File: src/sv/activation_function_unit_macros.svh
// ----------------------------------------------------------------------------
// activation_function_unit_macros
// Assertion helpers shared by the activation function unit RTL.
// ----------------------------------------------------------------------------
`ifndef ACTIVATION_FUNCTION_UNIT_MACROS_SVH
`define ACTIVATION_FUNCTION_UNIT_MACROS_SVH

// same-cycle implication, clocked on clock, off during reset
`define AFU_ASSERT_NOW(lbl, ante, cons, msg) \
   lbl: assert property (@(posedge clock) disable iff (reset) (ante) |-> (cons)) else $error(msg);

// next-cycle implication, clocked on clock, off during reset
`define AFU_ASSERT_NEXT(lbl, ante, cons, msg) \
   lbl: assert property (@(posedge clock) disable iff (reset) (ante) |=> (cons)) else $error(msg);

`endif

File: src/sv/afu_pkg.sv
// ----------------------------------------------------------------------------
// afu_pkg
// Opcodes and default sizes of the activation function unit.
// ----------------------------------------------------------------------------
package afu_pkg;

   localparam int DATA_WIDTH_DEF = 16;
   localparam int FRAC_BITS_DEF  = 12;
   localparam int OPCODE_WIDTH   = 3;

   typedef enum logic [OPCODE_WIDTH-1:0] {
      OP_SIGMOID   = 3'd0,
      OP_TANH      = 3'd1,
      OP_RELU      = 3'd2,
      OP_IDENT     = 3'd3,
      OP_SIGMOID_D = 3'd4,
      OP_TANH_D    = 3'd5,
      OP_RELU_D    = 3'd6,
      OP_IDENT_D   = 3'd7
   } opcode_type;

endpackage

File: src/sv/afu_plan.sv
// ----------------------------------------------------------------------------
// afu_plan
// Piecewise-linear sigmoid on a signed fixed-point input, result in [0, 1].
// ----------------------------------------------------------------------------
module afu_plan #(
   parameter int DATA_WIDTH = afu_pkg::DATA_WIDTH_DEF,
   parameter int FRAC_BITS  = afu_pkg::FRAC_BITS_DEF
) (
   input  logic signed [DATA_WIDTH:0] x_i,
   output logic        [FRAC_BITS:0]  y_o
);

   localparam int SW = ((DATA_WIDTH + 5) > (FRAC_BITS + 7)) ? DATA_WIDTH + 5 : FRAC_BITS + 7;

   localparam logic [SW-1:0] ONE_S   = SW'(1) << FRAC_BITS;
   localparam logic [SW-1:0] BRK_HI  = SW'(5) << FRAC_BITS;
   localparam logic [SW-1:0] BRK_MID = SW'(19) << FRAC_BITS;
   localparam logic [SW-1:0] OFS_HI  = (SW'(27) << FRAC_BITS) >> 5;
   localparam logic [SW-1:0] OFS_MID = (SW'(5) << FRAC_BITS) >> 3;
   localparam logic [SW-1:0] OFS_LO  = ONE_S >> 1;

   logic                 neg;
   logic [DATA_WIDTH+1:0] x_neg;
   logic [SW-1:0]         mag;
   logic [SW-1:0]         y_seg;
   logic [FRAC_BITS:0]    y_pos;

   assign neg   = x_i[DATA_WIDTH];
   assign x_neg = -{x_i[DATA_WIDTH], x_i};
   assign mag   = neg ? SW'(x_neg[DATA_WIDTH:0]) : SW'(x_i[DATA_WIDTH:0]);

   always_comb begin
      if (mag >= BRK_HI) begin
         y_seg = ONE_S;
      end else if ((mag << 3) >= BRK_MID) begin
         y_seg = (mag >> 5) + OFS_HI;
      end else if (mag >= ONE_S) begin
         y_seg = (mag >> 3) + OFS_MID;
      end else begin
         y_seg = (mag >> 2) + OFS_LO;
      end
   end

   assign y_pos = y_seg[FRAC_BITS:0];
   assign y_o   = neg ? ONE_S[FRAC_BITS:0] - y_pos : y_pos;

endmodule

File: src/sv/afu_calc.sv
// ----------------------------------------------------------------------------
// afu_calc
// Activation datapath: sigmoid, tanh, relu, identity and their derivatives.
// ----------------------------------------------------------------------------
module afu_calc #(
   parameter int DATA_WIDTH = afu_pkg::DATA_WIDTH_DEF,
   parameter int FRAC_BITS  = afu_pkg::FRAC_BITS_DEF
) (
   input  logic [afu_pkg::OPCODE_WIDTH-1:0] opcode_i,
   input  logic signed [DATA_WIDTH-1:0]     operand_i,
   output logic [DATA_WIDTH-1:0]            value_o
);

   localparam int MW = ((DATA_WIDTH > FRAC_BITS + 2) ? DATA_WIDTH : FRAC_BITS + 2) + 1;
   localparam int PW = DATA_WIDTH + MW;
   localparam int RW = PW + 1;

   localparam logic signed [MW-1:0] ONE_M = $signed(MW'(1) << FRAC_BITS);
   localparam logic signed [RW-1:0] ONE_R = $signed(RW'(1) << FRAC_BITS);
   localparam logic signed [RW-1:0] VMAX  = $signed((RW'(1) << (DATA_WIDTH - 1)) - RW'(1));
   localparam logic signed [RW-1:0] VMIN  = ~VMAX;

   afu_pkg::opcode_type        op;
   logic signed [DATA_WIDTH:0] x_one;
   logic signed [DATA_WIDTH:0] x_two;
   logic [FRAC_BITS:0]         sig_y;
   logic [FRAC_BITS:0]         dbl_y;
   logic signed [MW-1:0]       x_m;
   logic signed [MW-1:0]       mul_b;
   logic signed [PW-1:0]       prod;
   logic signed [PW-1:0]       prod_sh;
   logic signed [RW-1:0]       res;

   assign op    = afu_pkg::opcode_type'(opcode_i);
   assign x_one = {operand_i[DATA_WIDTH-1], operand_i};
   assign x_two = {operand_i, 1'b0};

   afu_plan #(
      .DATA_WIDTH(DATA_WIDTH),
      .FRAC_BITS (FRAC_BITS)
   ) u_sig (
      .x_i(x_one),
      .y_o(sig_y)
   );

   afu_plan #(
      .DATA_WIDTH(DATA_WIDTH),
      .FRAC_BITS (FRAC_BITS)
   ) u_dbl (
      .x_i(x_two),
      .y_o(dbl_y)
   );

   assign x_m     = MW'(operand_i);
   assign mul_b   = (op == afu_pkg::OP_TANH_D) ? x_m : ONE_M - x_m;
   assign prod    = PW'(operand_i) * PW'(mul_b);
   assign prod_sh = prod >>> FRAC_BITS;

   always_comb begin
      case (op)
         afu_pkg::OP_SIGMOID:   res = $signed(RW'(sig_y));
         afu_pkg::OP_TANH:      res = $signed(RW'(dbl_y) << 1) - ONE_R;
         afu_pkg::OP_RELU:      res = (operand_i > 0) ? RW'(operand_i) : '0;
         afu_pkg::OP_IDENT:     res = RW'(operand_i);
         afu_pkg::OP_SIGMOID_D: res = RW'(prod_sh);
         afu_pkg::OP_TANH_D:    res = ONE_R - RW'(prod_sh);
         afu_pkg::OP_RELU_D:    res = (operand_i > 0) ? ONE_R : '0;
         default:               res = ONE_R;
      endcase
   end

   always_comb begin
      if (res > VMAX) begin
         value_o = VMAX[DATA_WIDTH-1:0];
      end else if (res < VMIN) begin
         value_o = VMIN[DATA_WIDTH-1:0];
      end else begin
         value_o = res[DATA_WIDTH-1:0];
      end
   end

endmodule

File: src/sv/activation_function_unit.sv
// ----------------------------------------------------------------------------
// activation_function_unit
// Path: an accepted request is held in the input reg, then its result is registered in the result reg (rsp_tvalid).
// Throughput: one request per cycle while rsp_tready is high; set by the single-pass datapath.
// Stalls: rsp_tready low holds both stages; req_tready drops once both are full.
// Reset: clears both stage valid flags; a request held in either stage is dropped.
// ----------------------------------------------------------------------------
`include "activation_function_unit_macros.svh"

module activation_function_unit #(
   parameter int DATA_WIDTH = afu_pkg::DATA_WIDTH_DEF,
   parameter int FRAC_BITS  = afu_pkg::FRAC_BITS_DEF,
   localparam int TDW       = ((DATA_WIDTH + 7) / 8) * 8
) (
   input  logic                             clock,
   input  logic                             reset,
   input  logic                             req_tvalid,
   output logic                             req_tready,
   input  logic [TDW-1:0]                   req_tdata,  // operand
   input  logic [afu_pkg::OPCODE_WIDTH-1:0] req_tuser,  // opcode
   output logic                             rsp_tvalid,
   input  logic                             rsp_tready,
   output logic [TDW-1:0]                   rsp_tdata   // value_out
);

   logic                     in_vld_ff, in_vld_in;
   afu_pkg::opcode_type      in_op_ff, in_op_in;
   logic [DATA_WIDTH-1:0]    in_dat_ff, in_dat_in;
   logic                     out_vld_ff, out_vld_in;
   logic [DATA_WIDTH-1:0]    out_dat_ff, out_dat_in;
   logic                     req_fire;
   logic                     out_open;
   logic                     in_adv;
   logic [DATA_WIDTH-1:0]    calc_value;

   assign out_open   = !out_vld_ff || rsp_tready;
   assign in_adv     = in_vld_ff && out_open;
   assign req_tready = !in_vld_ff || out_open;
   assign req_fire   = req_tvalid && req_tready;

   afu_calc #(
      .DATA_WIDTH(DATA_WIDTH),
      .FRAC_BITS (FRAC_BITS)
   ) u_calc (
      .opcode_i (in_op_ff),
      .operand_i($signed(in_dat_ff)),
      .value_o  (calc_value)
   );

   always_comb begin
      in_vld_in  = in_vld_ff;
      in_op_in   = in_op_ff;
      in_dat_in  = in_dat_ff;
      out_vld_in = out_vld_ff;
      out_dat_in = out_dat_ff;
      if (in_adv) begin
         in_vld_in = 1'b0;
      end
      if (req_fire) begin
         in_vld_in = 1'b1;
         in_op_in  = afu_pkg::opcode_type'(req_tuser);
         in_dat_in = req_tdata[DATA_WIDTH-1:0];
      end
      if (out_open) begin
         out_vld_in = in_vld_ff;
         out_dat_in = calc_value;
      end
   end

   always_ff @(posedge clock) begin
      if (reset) begin
         in_vld_ff  <= 1'b0;
         out_vld_ff <= 1'b0;
      end else begin
         in_vld_ff  <= in_vld_in;
         out_vld_ff <= out_vld_in;
      end
      in_op_ff   <= in_op_in;
      in_dat_ff  <= in_dat_in;
      out_dat_ff <= out_dat_in;
   end

   assign rsp_tvalid = out_vld_ff;
   assign rsp_tdata  = TDW'(out_dat_ff);

   `AFU_ASSERT_NEXT(a_adv_result, in_adv,
      out_vld_ff && out_dat_ff == $past(calc_value),
      "advanced request did not land in result register")
   `AFU_ASSERT_NEXT(a_stage_hold, in_vld_ff && !out_open,
      in_vld_ff && $stable(in_op_ff) && $stable(in_dat_ff),
      "stalled input stage changed")
   `AFU_ASSERT_NOW(a_no_drop, req_fire && in_vld_ff, in_adv,
      "input stage overwritten while occupied")
   `AFU_ASSERT_NEXT(a_relu_sign, in_adv && in_op_ff == afu_pkg::OP_RELU,
      !out_dat_ff[DATA_WIDTH-1], "relu result negative")

endmodule
File: config.mk
export PLATFORM = sky130hd
export DESIGN_NAME = activation_function_unit
export DESIGN_NICKNAME = d
export VERILOG_FILES = /design/src/sv/afu_pkg.sv /design/src/sv/afu_plan.sv /design/src/sv/afu_calc.sv /design/src/sv/activation_function_unit.sv
export VERILOG_INCLUDE_DIRS = /design/src /design/src/sv
export SDC_FILE = /design/constraint.sdc
export NUM_CORES = 1
export LEC_CHECK = 0
export ABC_AREA = 1
export BUFFER_PORTS_ARGS = -buffer_cell sky130_fd_sc_hd__buf_2
export CORE_UTILIZATION = 30
export CTS_BUF_LIST = sky130_fd_sc_hd__clkbuf_2
export CTS_CLUSTER_DIAMETER = 60
export DETAILED_ROUTE_END_ITERATION = 6
export GPL_ROUTABILITY_DRIVEN = 0
export PLACE_DENSITY_LB_ADDON = 0.12
export SYNTH_ARGS = -nofsm -noshare
export SYNTH_HDL_FRONTEND = slang
export SYNTH_SLANG_ARGS = --single-unit
File: constraint.sdc
create_clock -name clock -period 10.78 [get_ports clock]
set_clock_uncertainty 0.2 [all_clocks]
set_input_delay 1.078 -clock clock [delete_from_list [all_inputs] [get_ports clock]]
set_output_delay 1.078 -clock clock [all_outputs]
set_load 0.005 [all_outputs]
==> results of run 1 <==
-- critical path, delay by kind of cell (launching register included) --
family	cells	cell delay (ns)
AO/OA/AOI/OAI	3	0.94
adder cells (fa/ha/maj)	8	4.13
buffers and inverters	10	1.28
flip-flops	1	0.47
AND/OR/NAND/NOR	19	2.43
-- how the worst min path moves through the flow --
stage	end	slack, ns	startpoint
finish	rsp_tvalid	0.26	in_vld_ff
global route	rsp_tvalid	0.30	in_vld_ff
CTS	rsp_tvalid	0.27	in_vld_ff
detailed placement	rsp_tvalid	0.24	in_vld_ff
global placement	rsp_tvalid	0.23	in_vld_ff
floorplan	rsp_tvalid	0.22	in_vld_ff
-- cells in the mapped netlist (2+ instances only) --
master / count
nand2_1: 578
xnor2_1: 11
clkinv_1: 11
a21boi_1: 2
inv_2: 9
nor2_1: 237
dfxtp_1: 2
and2_1: 2
nand3_1: 166
a31oi_1: 6
nor3_2: 2
o211ai_1: 4
o21ai_2: 2
nor3_1: 18
buf_6: 9
or2_2: 5
nand3_4: 3
o31ai_1: 2
buf_1: 5
nor4_2: 2
nand4_1: 11
nand3b_1: 10
edfxtp_1: 35
o221ai_1: 5
buf_2: 15
o21bai_1: 6
buf_4: 5
o22ai_1: 4
o2111ai_1: 5
o21ai_1: 14
nor2_4: 10
o21ai_0: 43
nor2_2: 14
a21oi_1: 68
nand2_4: 3
ha_1: 99
nand2_2: 36
a21oi_2: 4
o21a_1: 3
fa_1: 275
clkbuf_1: 29
nand3_2: 13
xor2_1: 9
inv_1: 500
-- metal layers --
| metal | GRT usage | vias to the layer above | routed length, um |
|---|---|---|---|
| li1 | - | 6992 | - |
| met1 | 0.330 | 7237 | 28300 |
| met2 | 0.346 | 412 | 26300 |
| met3 | 0.0299 | 48 | 3250 |
| met4 | 0.0397 | 0 | 1080 |
| met5 | 0 | - | 0 |
-- registers in the layout (all words and copies together) (netlist names) --
name,count
in_dat_ff,16
rsp_tvalid,1
in_op_ff,3
rsp_tdata,16
in_vld_ff,1
-- logic make-up after synthesis --
| group | count (synthesis) | share of synthesized area |
|---|---|---|
| AOI/OAI and AO/OA | 174 | 0.0627 |
| xor gates and xnor gates | 20 | 0.0108 |
| DFF | 37 | 0.0672 |
| buffers and inverters | 584 | 0.142 |
| adders and majority gates | 374 | 0.416 |
| and+or+nand+nor | 1114 | 0.302 |
-- area by class of cell --
type,count,area share
Clock buffer,5,0.00144
Tap cell,688,0.0496
Multi-Input combinational cell,1682,0.739
Timing Repair Buffer,84,0.0305
Sequential cell,37,0.0628
Inverter,521,0.113
Clock inverter,3,0.00375
-- per-stage QoR --
stage                     instances   util  cell area [sq um]
final                          3020  0.328              17400
after global routing           3020  0.328              17400
after CTS                      3020  0.328              17400
after detailed placement       3012  0.326              17300
after global placement         3012  0.326              17300
after floorplan                2303      -              16200
==> run_summary.xml, run 1 <==
<?xml version="1.0" encoding="UTF-8"?>
<metrics>
  <group name="outcome">
    <metric name="run_status" unit="">finished, final reports clean</metric>
  </group>
  <group name="sta">
    <metric name="final-setup-viol-count" unit="">0</metric>
    <metric name="layout_min_cycle_time" unit="ns">9.69</metric>
    <metric name="achievable-frequency" unit="MHz">103</metric>
    <metric name="hold_viol" unit="">0</metric>
    <metric name="slew_headroom" unit="">0.253</metric>
    <metric name="final_period_util" unit="">0.899</metric>
    <metric name="final_max_slew_viol_count" unit="">0</metric>
    <metric name="setup_ws_final" unit="ns">1.09</metric>
    <metric name="grt_setup_unrepaired" unit="">false</metric>
    <metric name="setup-tns-final" unit="ns">0</metric>
    <metric name="hold_ws" unit="ns">0.264</metric>
    <metric name="timing_worst_slew_pin_value" unit="ns">1.12</metric>
  </group>
  <group name="worst_setup_path">
    <metric name="crit-reg2reg-launch" unit="">in_dat_ff[1]</metric>
    <metric name="worst-r2r-setup-slack" unit="ns">1.09</metric>
    <metric name="cell_seen_most_often_among_critical_path_stages" unit="">inv_1</metric>
    <metric name="crit_path_start" unit="">in_dat_ff[1]</metric>
    <metric name="critical_path.slowest_cell" unit="">fa_1</metric>
    <metric name="rr_worst_depth" unit="">40</metric>
    <metric name="timing.critical_path.from_type" unit="">flop</metric>
    <metric name="critPathCapture" unit="">rsp_tdata[5]</metric>
    <metric name="crit_arrival" unit="ns">9.76</metric>
    <metric name="r2r-end" unit="">rsp_tdata[5]</metric>
    <metric name="endpoint_kind" unit="">flop</metric>
    <metric name="timing.setup.critical_path_class" unit="">flop to flop</metric>
    <metric name="critical_path.max_fanout" unit="">16</metric>
    <metric name="crit_path_max_incr_delay" unit="ns">0.67</metric>
    <metric name="worst-endpoint-required" unit="ns">10.85</metric>
  </group>
  <group name="cells_and_area">
    <metric name="syn_to_final_growth" unit="%">7.02</metric>
    <metric name="layout.nets" unit="">2728</metric>
    <metric name="drive_above_1_share" unit="">0.0858</metric>
    <metric name="multiInputGateArea" unit="sq um">12800</metric>
    <metric name="ff_latch_area" unit="sq um">1090</metric>
    <metric name="layout_common_cells" unit="">nand2_1 (578), inv_1 (500), fa_1 (275), nor2_1 (237), nand3_1 (166)</metric>
    <metric name="number_of_antenna_cells_inserted" unit="">0</metric>
    <metric name="layout.cells.most_common" unit="">nand2_1</metric>
    <metric name="layout.filler_cells" unit="">5897</metric>
  </group>
  <group name="clock_tree">
    <metric name="tritoncts" unit="">done</metric>
    <metric name="clock_sink_count" unit="">37</metric>
    <metric name="cts_buffers" unit="">5</metric>
    <metric name="cts_hold_buffers" unit="">0</metric>
    <metric name="clk_path_buf_depth" unit="">2</metric>
    <metric name="clock_latency" unit="ns">0.52</metric>
    <metric name="cts_max_level" unit="">2</metric>
    <metric name="clk_pin_slew_worst_paths" unit="ns">0.23</metric>
    <metric name="clk_root_buffer_cell" unit="">clkbuf_2</metric>
    <metric name="post-cts-setup-buffers" unit="">0</metric>
    <metric name="ctsResizeCount" unit="">0</metric>
  </group>
  <group name="global_route">
    <metric name="antenna_found_initial" unit="">0</metric>
    <metric name="grt_pass1_wl" unit="mm">91.3</metric>
    <metric name="largest_net_degree_at_the_start_of_global_routing" unit="">48</metric>
    <metric name="vias_in_the_first_global_route" unit="">14800</metric>
    <metric name="grt_total_usage" unit="">0.223</metric>
    <metric name="gr-total-overflow" unit="">0</metric>
  </group>
  <group name="floorplanning">
    <metric name="die_y" unit="um">235</metric>
    <metric name="ios" unit="">41</metric>
    <metric name="chipWidth" unit="um">235</metric>
    <metric name="row_count" unit="">84</metric>
    <metric name="die-area" unit="sq um">55000</metric>
    <metric name="placeableCoreArea" unit="sq um">53000</metric>
    <metric name="floorplan.initialDensity" unit="">0.306</metric>
  </group>
  <group name="yosys">
    <metric name="synth_enable_flop_cells" unit="">35</metric>
    <metric name="postSynth.asyncResetShare" unit="">0</metric>
    <metric name="postSynthRegisterBits" unit="">37</metric>
    <metric name="synth.top_cell.area_share" unit="">0.339</metric>
    <metric name="syn_avg_cell_area" unit="sq um">7.05</metric>
    <metric name="main_flop_type_after_synthesis" unit="">edfxtp_1</metric>
    <metric name="mappedNetlistNets" unit="">2700</metric>
    <metric name="synthDominantAreaCellType" unit="">fa_1</metric>
    <metric name="synth-warning-count" unit="">0</metric>
    <metric name="syn-cell-area" unit="sq um">16200</metric>
    <metric name="ys_top_cells_by_area" unit="">fa_1 (34%), nand2_1 (13%), inv_1 (12%)</metric>
    <metric name="synth_cell_types" unit="">55</metric>
    <metric name="synth_sequential_area_ratio" unit="">0.0672</metric>
    <metric name="netlist_instances" unit="">2303</metric>
  </group>
  <group name="route">
    <metric name="drt_pass1_iterations" unit="">6</metric>
    <metric name="routed_via_density" unit="">4.86</metric>
    <metric name="number_of_drc_violations_after_detailed_routing_iteration_0" unit="">1006</metric>
    <metric name="drcViolationCount" unit="">0</metric>
    <metric name="routed_wire_length_per_instance" unit="um">19.5</metric>
    <metric name="postRouteWirelength" unit="mm">59.0</metric>
    <metric name="postRouteAntennaNets" unit="">0</metric>
    <metric name="via_count" unit="">14700</metric>
  </group>
  <group name="flow_run">
    <metric name="drv_cap" unit="">0</metric>
  </group>
  <group name="hold_path">
    <metric name="hold_class" unit="">flop to flop</metric>
    <metric name="hold-path-cell-count" unit="">2</metric>
  </group>
  <group name="place">
    <metric name="detailedPlacementHpwl" unit="mm">50.2</metric>
    <metric name="buffer_ports.inserted" unit="">40</metric>
    <metric name="dpl_worst_slack" unit="ns">1.11</metric>
  </group>
</metrics>
Power of run 1 is left out: the tool's default activity adds up to more than one toggle a clock period on the data nets, which glitch-free logic cannot reach.
==> run 2, diff against run 1 <==
Settings changed: SYNTH_HIERARCHICAL set to 1.
Clock period 10.78 ns to 8.7 ns, I/O delays scaled along.
==> run_summary.xml, run 2 <==
<?xml version="1.0" encoding="UTF-8"?>
<metrics>
  <group name="outcome">
    <metric name="run_status" unit="">finished, final reports clean</metric>
  </group>
  <group name="clock_tree">
    <metric name="clk_root_buffer_cell" unit="">clkbuf_2</metric>
    <metric name="clk_path_buf_depth" unit="">2</metric>
    <metric name="cts_hold_buffers" unit="">0</metric>
    <metric name="clock_sink_count" unit="">37</metric>
    <metric name="tritoncts" unit="">done</metric>
    <metric name="cts_buffers" unit="">5</metric>
    <metric name="clk_pin_slew_worst_paths" unit="ns">0.21</metric>
    <metric name="clock_latency" unit="ns">0.41</metric>
    <metric name="cts_max_level" unit="">2</metric>
  </group>
  <group name="cells_and_area">
    <metric name="syn_to_final_growth" unit="%">27.0</metric>
    <metric name="layout_common_cells" unit="">nand2_1 (529), inv_1 (487), buf_4 (289), fa_1 (262), nor2_1 (214)</metric>
    <metric name="layout.nets" unit="">3115</metric>
    <metric name="drive_above_1_share" unit="">0.296</metric>
    <metric name="layout.filler_cells" unit="">5985</metric>
    <metric name="fin_area" unit="sq um">21800</metric>
    <metric name="layout.cells.most_common" unit="">nand2_1</metric>
  </group>
  <group name="yosys">
    <metric name="synth_compound_area_frac" unit="">0.0595</metric>
    <metric name="synth_enable_flop_cells" unit="">35</metric>
    <metric name="main_flop_type_after_synthesis" unit="">edfxtp_1</metric>
    <metric name="syn_avg_cell_area" unit="sq um">7.11</metric>
    <metric name="dominant_combinational_cell_family_by_area_after_synthesis" unit="">adder cells</metric>
    <metric name="yosys.area_share.simple" unit="">0.320</metric>
    <metric name="post_synth_xor_area_fraction" unit="">0.0233</metric>
    <metric name="syn-cell-area" unit="sq um">17200</metric>
    <metric name="synth_cell_types" unit="">62</metric>
    <metric name="postSynthRegisterBits" unit="">37</metric>
    <metric name="yosysMostFrequentCell" unit="">nand2_1</metric>
    <metric name="synth_sequential_area_ratio" unit="">0.0636</metric>
    <metric name="yosys.area_share.adder" unit="">0.394</metric>
    <metric name="ys_top_cells_by_area" unit="">fa_1 (32%), nand2_1 (13%), inv_1 (11%)</metric>
    <metric name="postSynth.asyncResetShare" unit="">0</metric>
    <metric name="synth.mux.area_fraction" unit="">0</metric>
    <metric name="synth-warning-count" unit="">6</metric>
    <metric name="synth.top_cell.area_share" unit="">0.321</metric>
    <metric name="synth_common_cells" unit="">nand2_1 (579), inv_1 (521), fa_1 (275)</metric>
    <metric name="netlist_instances" unit="">2412</metric>
    <metric name="synthDominantAreaCellType" unit="">fa_1</metric>
  </group>
  <group name="place">
    <metric name="place_area" unit="sq um">20000</metric>
    <metric name="detailedPlacementHpwl" unit="mm">52.0</metric>
    <metric name="buffer_ports.inserted" unit="">40</metric>
  </group>
  <group name="worst_setup_path">
    <metric name="critical_path.slowest_cell" unit="">fa_1</metric>
    <metric name="endpoint_kind" unit="">flop</metric>
    <metric name="crit_path_max_incr_delay" unit="ns">0.56</metric>
    <metric name="worst-r2r-setup-slack" unit="ns">0.02</metric>
    <metric name="timing.critical_path.from_type" unit="">flop</metric>
    <metric name="crit_arrival" unit="ns">8.75</metric>
    <metric name="worst-endpoint-required" unit="ns">8.77</metric>
    <metric name="timing.setup.critical_path_class" unit="">flop to flop</metric>
    <metric name="critical_path.max_fanout" unit="">7</metric>
  </group>
  <group name="sta">
    <metric name="layout_min_cycle_time" unit="ns">8.68</metric>
    <metric name="timing_worst_slew_pin_value" unit="ns">0.823</metric>
    <metric name="final_max_slew_viol_count" unit="">0</metric>
    <metric name="slew_headroom" unit="">0.451</metric>
    <metric name="hold_viol" unit="">0</metric>
    <metric name="achievable-frequency" unit="MHz">115</metric>
    <metric name="final_period_util" unit="">0.998</metric>
    <metric name="grt_setup_unrepaired" unit="">true</metric>
    <metric name="final-setup-viol-count" unit="">0</metric>
  </group>
  <group name="floorplanning">
    <metric name="floorplan.initialDensity" unit="">0.304</metric>
    <metric name="placeableCoreArea" unit="sq um">56500</metric>
    <metric name="die-area" unit="sq um">58200</metric>
    <metric name="row_count" unit="">87</metric>
    <metric name="ios" unit="">41</metric>
    <metric name="die_y" unit="um">241</metric>
    <metric name="chipWidth" unit="um">241</metric>
  </group>
  <group name="route">
    <metric name="drcViolationCount" unit="">0</metric>
    <metric name="number_of_drc_violations_after_detailed_routing_iteration_0" unit="">914</metric>
    <metric name="routed_via_density" unit="">4.67</metric>
    <metric name="via_count" unit="">16200</metric>
    <metric name="drt_pass1_iterations" unit="">5</metric>
    <metric name="postRouteAntennaNets" unit="">0</metric>
    <metric name="routed_wire_length_per_instance" unit="um">17.8</metric>
    <metric name="postRouteWirelength" unit="mm">61.9</metric>
  </group>
  <group name="global_route">
    <metric name="antenna_found_initial" unit="">1</metric>
    <metric name="vias_in_the_first_global_route" unit="">16800</metric>
    <metric name="grt_total_usage" unit="">0.219</metric>
    <metric name="gr-total-overflow" unit="">0</metric>
    <metric name="largest_net_degree_at_the_start_of_global_routing" unit="">60</metric>
    <metric name="grt_pass1_wl" unit="mm">96.8</metric>
  </group>
  <group name="hold_path">
    <metric name="hold_class" unit="">flop to flop</metric>
  </group>
  <group name="flow_run">
    <metric name="drv_cap" unit="">0</metric>
  </group>
</metrics>
[run 2: worst max-delay path, delay by kind of cell, from the launching register on]
family	cells	cell delay [ns]
AOI/OAI and AO/OA	3	0.47
adders and majority gates	7	3.28
buffers and inverters	14	1.32
DFF	1	0.48
and+or+nand+nor	26	2.79
[run 2: cell families after synthesis]
| logic type | Yosys count |
|---|---|
| AND/OR/NAND/NOR | 1193 |
| adder cells (fa/ha/maj) | 376 |
| XOR/XNOR | 38 |
| buffers and inverters | 608 |
| AO/OA/AOI/OAI | 159 |
| flip-flops | 37 |
| other | 1 |
[run 2: layout make-up]
cell class              instances  area [sq um]  share of cell area
flip-flops and latches         37          1090              0.0501
clock inverters                 3          65.1             0.00298
multi-input cells            1771         15000               0.686
diodes                          1          2.50            0.000115
clock buffers                   5          25.0             0.00115
well taps                     756           946              0.0434
inverters                     556          2110              0.0967
repair buffers                345          2600               0.119
[run 2: worst paths after layout]
kind | from | end | cells past startpoint
min | in_vld_ff | rsp_tvalid | 2
min reg2reg | in_vld_ff | rsp_tvalid | 2
max reg2reg | in_dat_ff[1] | rsp_tdata[2] | 50
max | in_dat_ff[1] | rsp_tdata[2] | 50
[run 2: what timing repair did]
| action | CTS | global route |
|---|---|---|
| endpoints found under the hold margin | 0 | 0 |
| resized for setup | 114 | 212 |
| pin swaps | 49 | 144 |
| setup buffers | 17 | 28 |
| cloned | 1 | 1 |
| endpoints found under the setup margin | 16 | 16 |
[run 2: per-stage QoR]
stage | hold WS (ns) | instances | worst slack (ns) | setup TNS [ns] | util
after floorplan | 0.236 | 2414 | 0.0147 | 0 | -
after global placement | 0.250 | 3418 | -0.494 | -7.39 | 0.355
after detailed placement | 0.257 | 3418 | -0.453 | -6.50 | 0.355
after CTS | 0.281 | 3444 | 0.000806 | 0 | 0.367
after global routing | 0.305 | 3474 | -0.405 | -5.87 | 0.386
final | 0.282 | 3474 | 0.0170 | 0 | 0.386
[run 2: metal layers]
metal / vias to the layer above / routed length (um) / global-route usage
met5: - / 0 / 0
met4: 0 / 1260 / 0.0397
met3: 58 / 2520 / 0.0134
met2: 349 / 29700 / 0.369
met1: 7965 / 28400 / 0.309
li1: 7856 / - / -
Power of run 2 is left out for the same reason.
==> run 3, diff against run 2 <==
Settings changed: ABC_AREA 1 to not set.
==> run_summary.xml, run 3 <==
<?xml version="1.0" encoding="UTF-8"?>
<metrics>
  <group name="sta">
    <metric name="grt_setup_unrepaired" unit="">true</metric>
    <metric name="achievable-frequency" unit="MHz">107</metric>
    <metric name="hold_viol" unit="">0</metric>
    <metric name="final-setup-viol-count" unit="">16</metric>
    <metric name="setup_ws_final" unit="ns">-0.633</metric>
    <metric name="final_period_util" unit="">1.07</metric>
    <metric name="final_max_slew_viol_count" unit="">0</metric>
    <metric name="timing_worst_slew_pin_value" unit="ns">1.02</metric>
    <metric name="layout_min_cycle_time" unit="ns">9.33</metric>
    <metric name="slew_headroom" unit="">0.316</metric>
  </group>
  <group name="yosys">
    <metric name="postSynthRegisterBits" unit="">37</metric>
    <metric name="syn-cell-area" unit="sq um">16800</metric>
    <metric name="synth-warning-count" unit="">6</metric>
    <metric name="synth_common_cells" unit="">inv_1 (345), fa_1 (275), nand2_1 (204)</metric>
    <metric name="yosysMostFrequentCell" unit="">inv_1</metric>
    <metric name="postSynth.asyncResetShare" unit="">0</metric>
    <metric name="syn_avg_cell_area" unit="sq um">8.45</metric>
    <metric name="synth.top_cell.area_share" unit="">0.327</metric>
    <metric name="synth_enable_flop_cells" unit="">35</metric>
    <metric name="synth_cell_types" unit="">111</metric>
    <metric name="synth_sequential_area_ratio" unit="">0.0648</metric>
    <metric name="synthDominantAreaCellType" unit="">fa_1</metric>
    <metric name="netlist_instances" unit="">1994</metric>
    <metric name="ys_top_cells_by_area" unit="">fa_1 (33%), inv_1 (7.7%), ha_1 (7.5%)</metric>
    <metric name="main_flop_type_after_synthesis" unit="">edfxtp_1</metric>
  </group>
  <group name="clock_tree">
    <metric name="cts_max_level" unit="">2</metric>
    <metric name="clk_root_buffer_cell" unit="">clkbuf_2</metric>
    <metric name="clock_sink_count" unit="">37</metric>
    <metric name="clk_path_buf_depth" unit="">2</metric>
    <metric name="cts_buffers" unit="">5</metric>
    <metric name="clock_latency" unit="ns">0.37</metric>
    <metric name="clk_pin_slew_worst_paths" unit="ns">0.20</metric>
    <metric name="tritoncts" unit="">done</metric>
  </group>
  <group name="worst_setup_path">
    <metric name="critical_path.slowest_cell" unit="">or4_4</metric>
    <metric name="crit_path_max_incr_delay" unit="ns">0.58</metric>
    <metric name="cell_seen_most_often_among_critical_path_stages" unit="">fa_1</metric>
    <metric name="crit_arrival" unit="ns">9.27</metric>
    <metric name="endpoint_kind" unit="">flop</metric>
    <metric name="worst-endpoint-required" unit="ns">8.64</metric>
    <metric name="critical_path.max_fanout" unit="">7</metric>
    <metric name="timing.setup.critical_path_class" unit="">flop to flop</metric>
    <metric name="timing.critical_path.from_type" unit="">flop</metric>
  </group>
  <group name="place">
    <metric name="buffer_ports.inserted" unit="">40</metric>
    <metric name="dpl_worst_slack" unit="ns">-1.02</metric>
    <metric name="placedCellCount" unit="">2962</metric>
    <metric name="detailedPlacementHpwl" unit="mm">46.8</metric>
  </group>
  <group name="outcome">
    <metric name="failed_checks" unit="">negative setup slack</metric>
    <metric name="run_status" unit="">complete, but fails checks</metric>
  </group>
  <group name="cells_and_area">
    <metric name="layoutNonFillerInstCount" unit="">3009</metric>
    <metric name="layout.cells.most_common" unit="">inv_1</metric>
    <metric name="layout.filler_cells" unit="">5801</metric>
    <metric name="layout_common_cells" unit="">inv_1 (330), buf_4 (292), fa_1 (268), nand2_1 (190), and2_1 (108)</metric>
    <metric name="layout.nets" unit="">2659</metric>
    <metric name="number_of_antenna_cells_inserted" unit="">0</metric>
    <metric name="syn_to_final_growth" unit="%">25.7</metric>
    <metric name="drive_above_1_share" unit="">0.267</metric>
    <metric name="fin_util" unit="">0.383</metric>
  </group>
  <group name="global_route">
    <metric name="vias_in_the_first_global_route" unit="">15900</metric>
    <metric name="gr-total-overflow" unit="">0</metric>
    <metric name="antenna_found_initial" unit="">1</metric>
    <metric name="grt_pass1_wl" unit="mm">90.5</metric>
    <metric name="largest_net_degree_at_the_start_of_global_routing" unit="">51</metric>
    <metric name="grt_total_usage" unit="">0.205</metric>
  </group>
  <group name="route">
    <metric name="drt_pass1_iterations" unit="">5</metric>
    <metric name="via_count" unit="">14900</metric>
    <metric name="postRouteAntennaNets" unit="">0</metric>
    <metric name="routed_wire_length_per_instance" unit="um">19.3</metric>
    <metric name="drcViolationCount" unit="">0</metric>
    <metric name="number_of_drc_violations_after_detailed_routing_iteration_0" unit="">697</metric>
    <metric name="routed_via_density" unit="">4.95</metric>
    <metric name="postRouteWirelength" unit="mm">58.0</metric>
  </group>
  <group name="floorplanning">
    <metric name="chipWidth" unit="um">239</metric>
    <metric name="ios" unit="">41</metric>
    <metric name="row_count" unit="">86</metric>
    <metric name="placeableCoreArea" unit="sq um">55300</metric>
    <metric name="die-area" unit="sq um">57100</metric>
    <metric name="die_y" unit="um">239</metric>
    <metric name="floorplan.initialDensity" unit="">0.305</metric>
  </group>
  <group name="hold_path">
    <metric name="hold_class" unit="">flop to flop</metric>
  </group>
  <group name="flow_run">
    <metric name="drv_cap" unit="">0</metric>
  </group>
</metrics>
run 3: cell count changes after synthesis, sizes merged, moves of 21 or more:
cell	previous run	this run
and2	3	122
nor2	308	113
a21oi	63	95
mux2i	0	23
nand3	173	20
o21ai	54	75
nand2	654	205
xnor2	7	61
inv	544	351
clkbuf	28	84
run 3: layout make-up:
cell class / count / area [sq um] / area share
clock buffer: 6 / 30.0 / 0.00142
sequential: 37 / 1090 / 0.0515
timing repair buffer: 361 / 2800 / 0.132
inverter: 355 / 1340 / 0.0631
tap: 748 / 936 / 0.0442
multi-input combinational: 1500 / 15000 / 0.707
clock inverter: 2 / 10.0 / 0.000473
run 3: kinds of logic (layout without fill, tap and decap cells):
group                      count (synthesis)  count (layout)  share of synthesized area
AOI/OAI and AO/OA                        356             356                      0.161
xor gates and xnor gates                 107             107                     0.0570
adders and majority gates                377             377                      0.402
buffers and inverters                    460             724                      0.108
DFF                                       37              37                     0.0648
muxes                                     25              25                     0.0150
other                                      1               4                   0.000223
and+or+nand+nor                          631             631                      0.192
run 3: repair_timing:
action,4_1_cts,5_1_grt
resized for setup,51,130
cloned,0,1
buffers inserted,10,28
endpoints found under the hold margin,0,0
hold buffers,0,0
endpoints found under the setup margin,16,16
pin swaps,16,102
run 3: through the flow:
stage          setup TNS (ns)  area, sq um  hold slack (ns)
2_1_floorplan           -7.07        17200            0.220
3_3_place_gp           -17.54        19900            0.230
3_5_place_dp           -15.87        19900            0.241
4_1_cts                 -9.38        20300            0.265
5_1_grt                -13.73        21200            0.305
6_report                -9.49        21200            0.262
run 3: layer usage:
| layer | GRT usage | share of wire |
|---|---|---|
| met5 | 0 | 0.00022 |
| met4 | 0.0523 | 0.028 |
| met3 | 0.0102 | 0.025 |
| met2 | 0.373 | 0.51 |
| met1 | 0.265 | 0.44 |
run 3: path summary, 6_finish.rpt:
kind | startpoint | to | slack [ns] | cells after the start
setup / recovery | in_dat_ff[6] | rsp_tdata[9] | -0.63 | 31
setup reg to reg | in_dat_ff[6] | rsp_tdata[9] | -0.63 | 31
hold / removal | in_vld_ff | rsp_tvalid | 0.26 | 2
hold reg to reg | in_vld_ff | rsp_tvalid | 0.26 | 2
run 3: critical path, delay by kind of cell, from the launching register on:
kind	cells	cell delay [ns]
adder cells (fa/ha/maj)	7	3.32
AND/OR/NAND/NOR	9	2.62
AO/OA/AOI/OAI	8	1.57
buffers and inverters	5	0.61
flip-flops	1	0.44
XOR/XNOR	2	0.33
Power of run 3 is left out for the same reason.
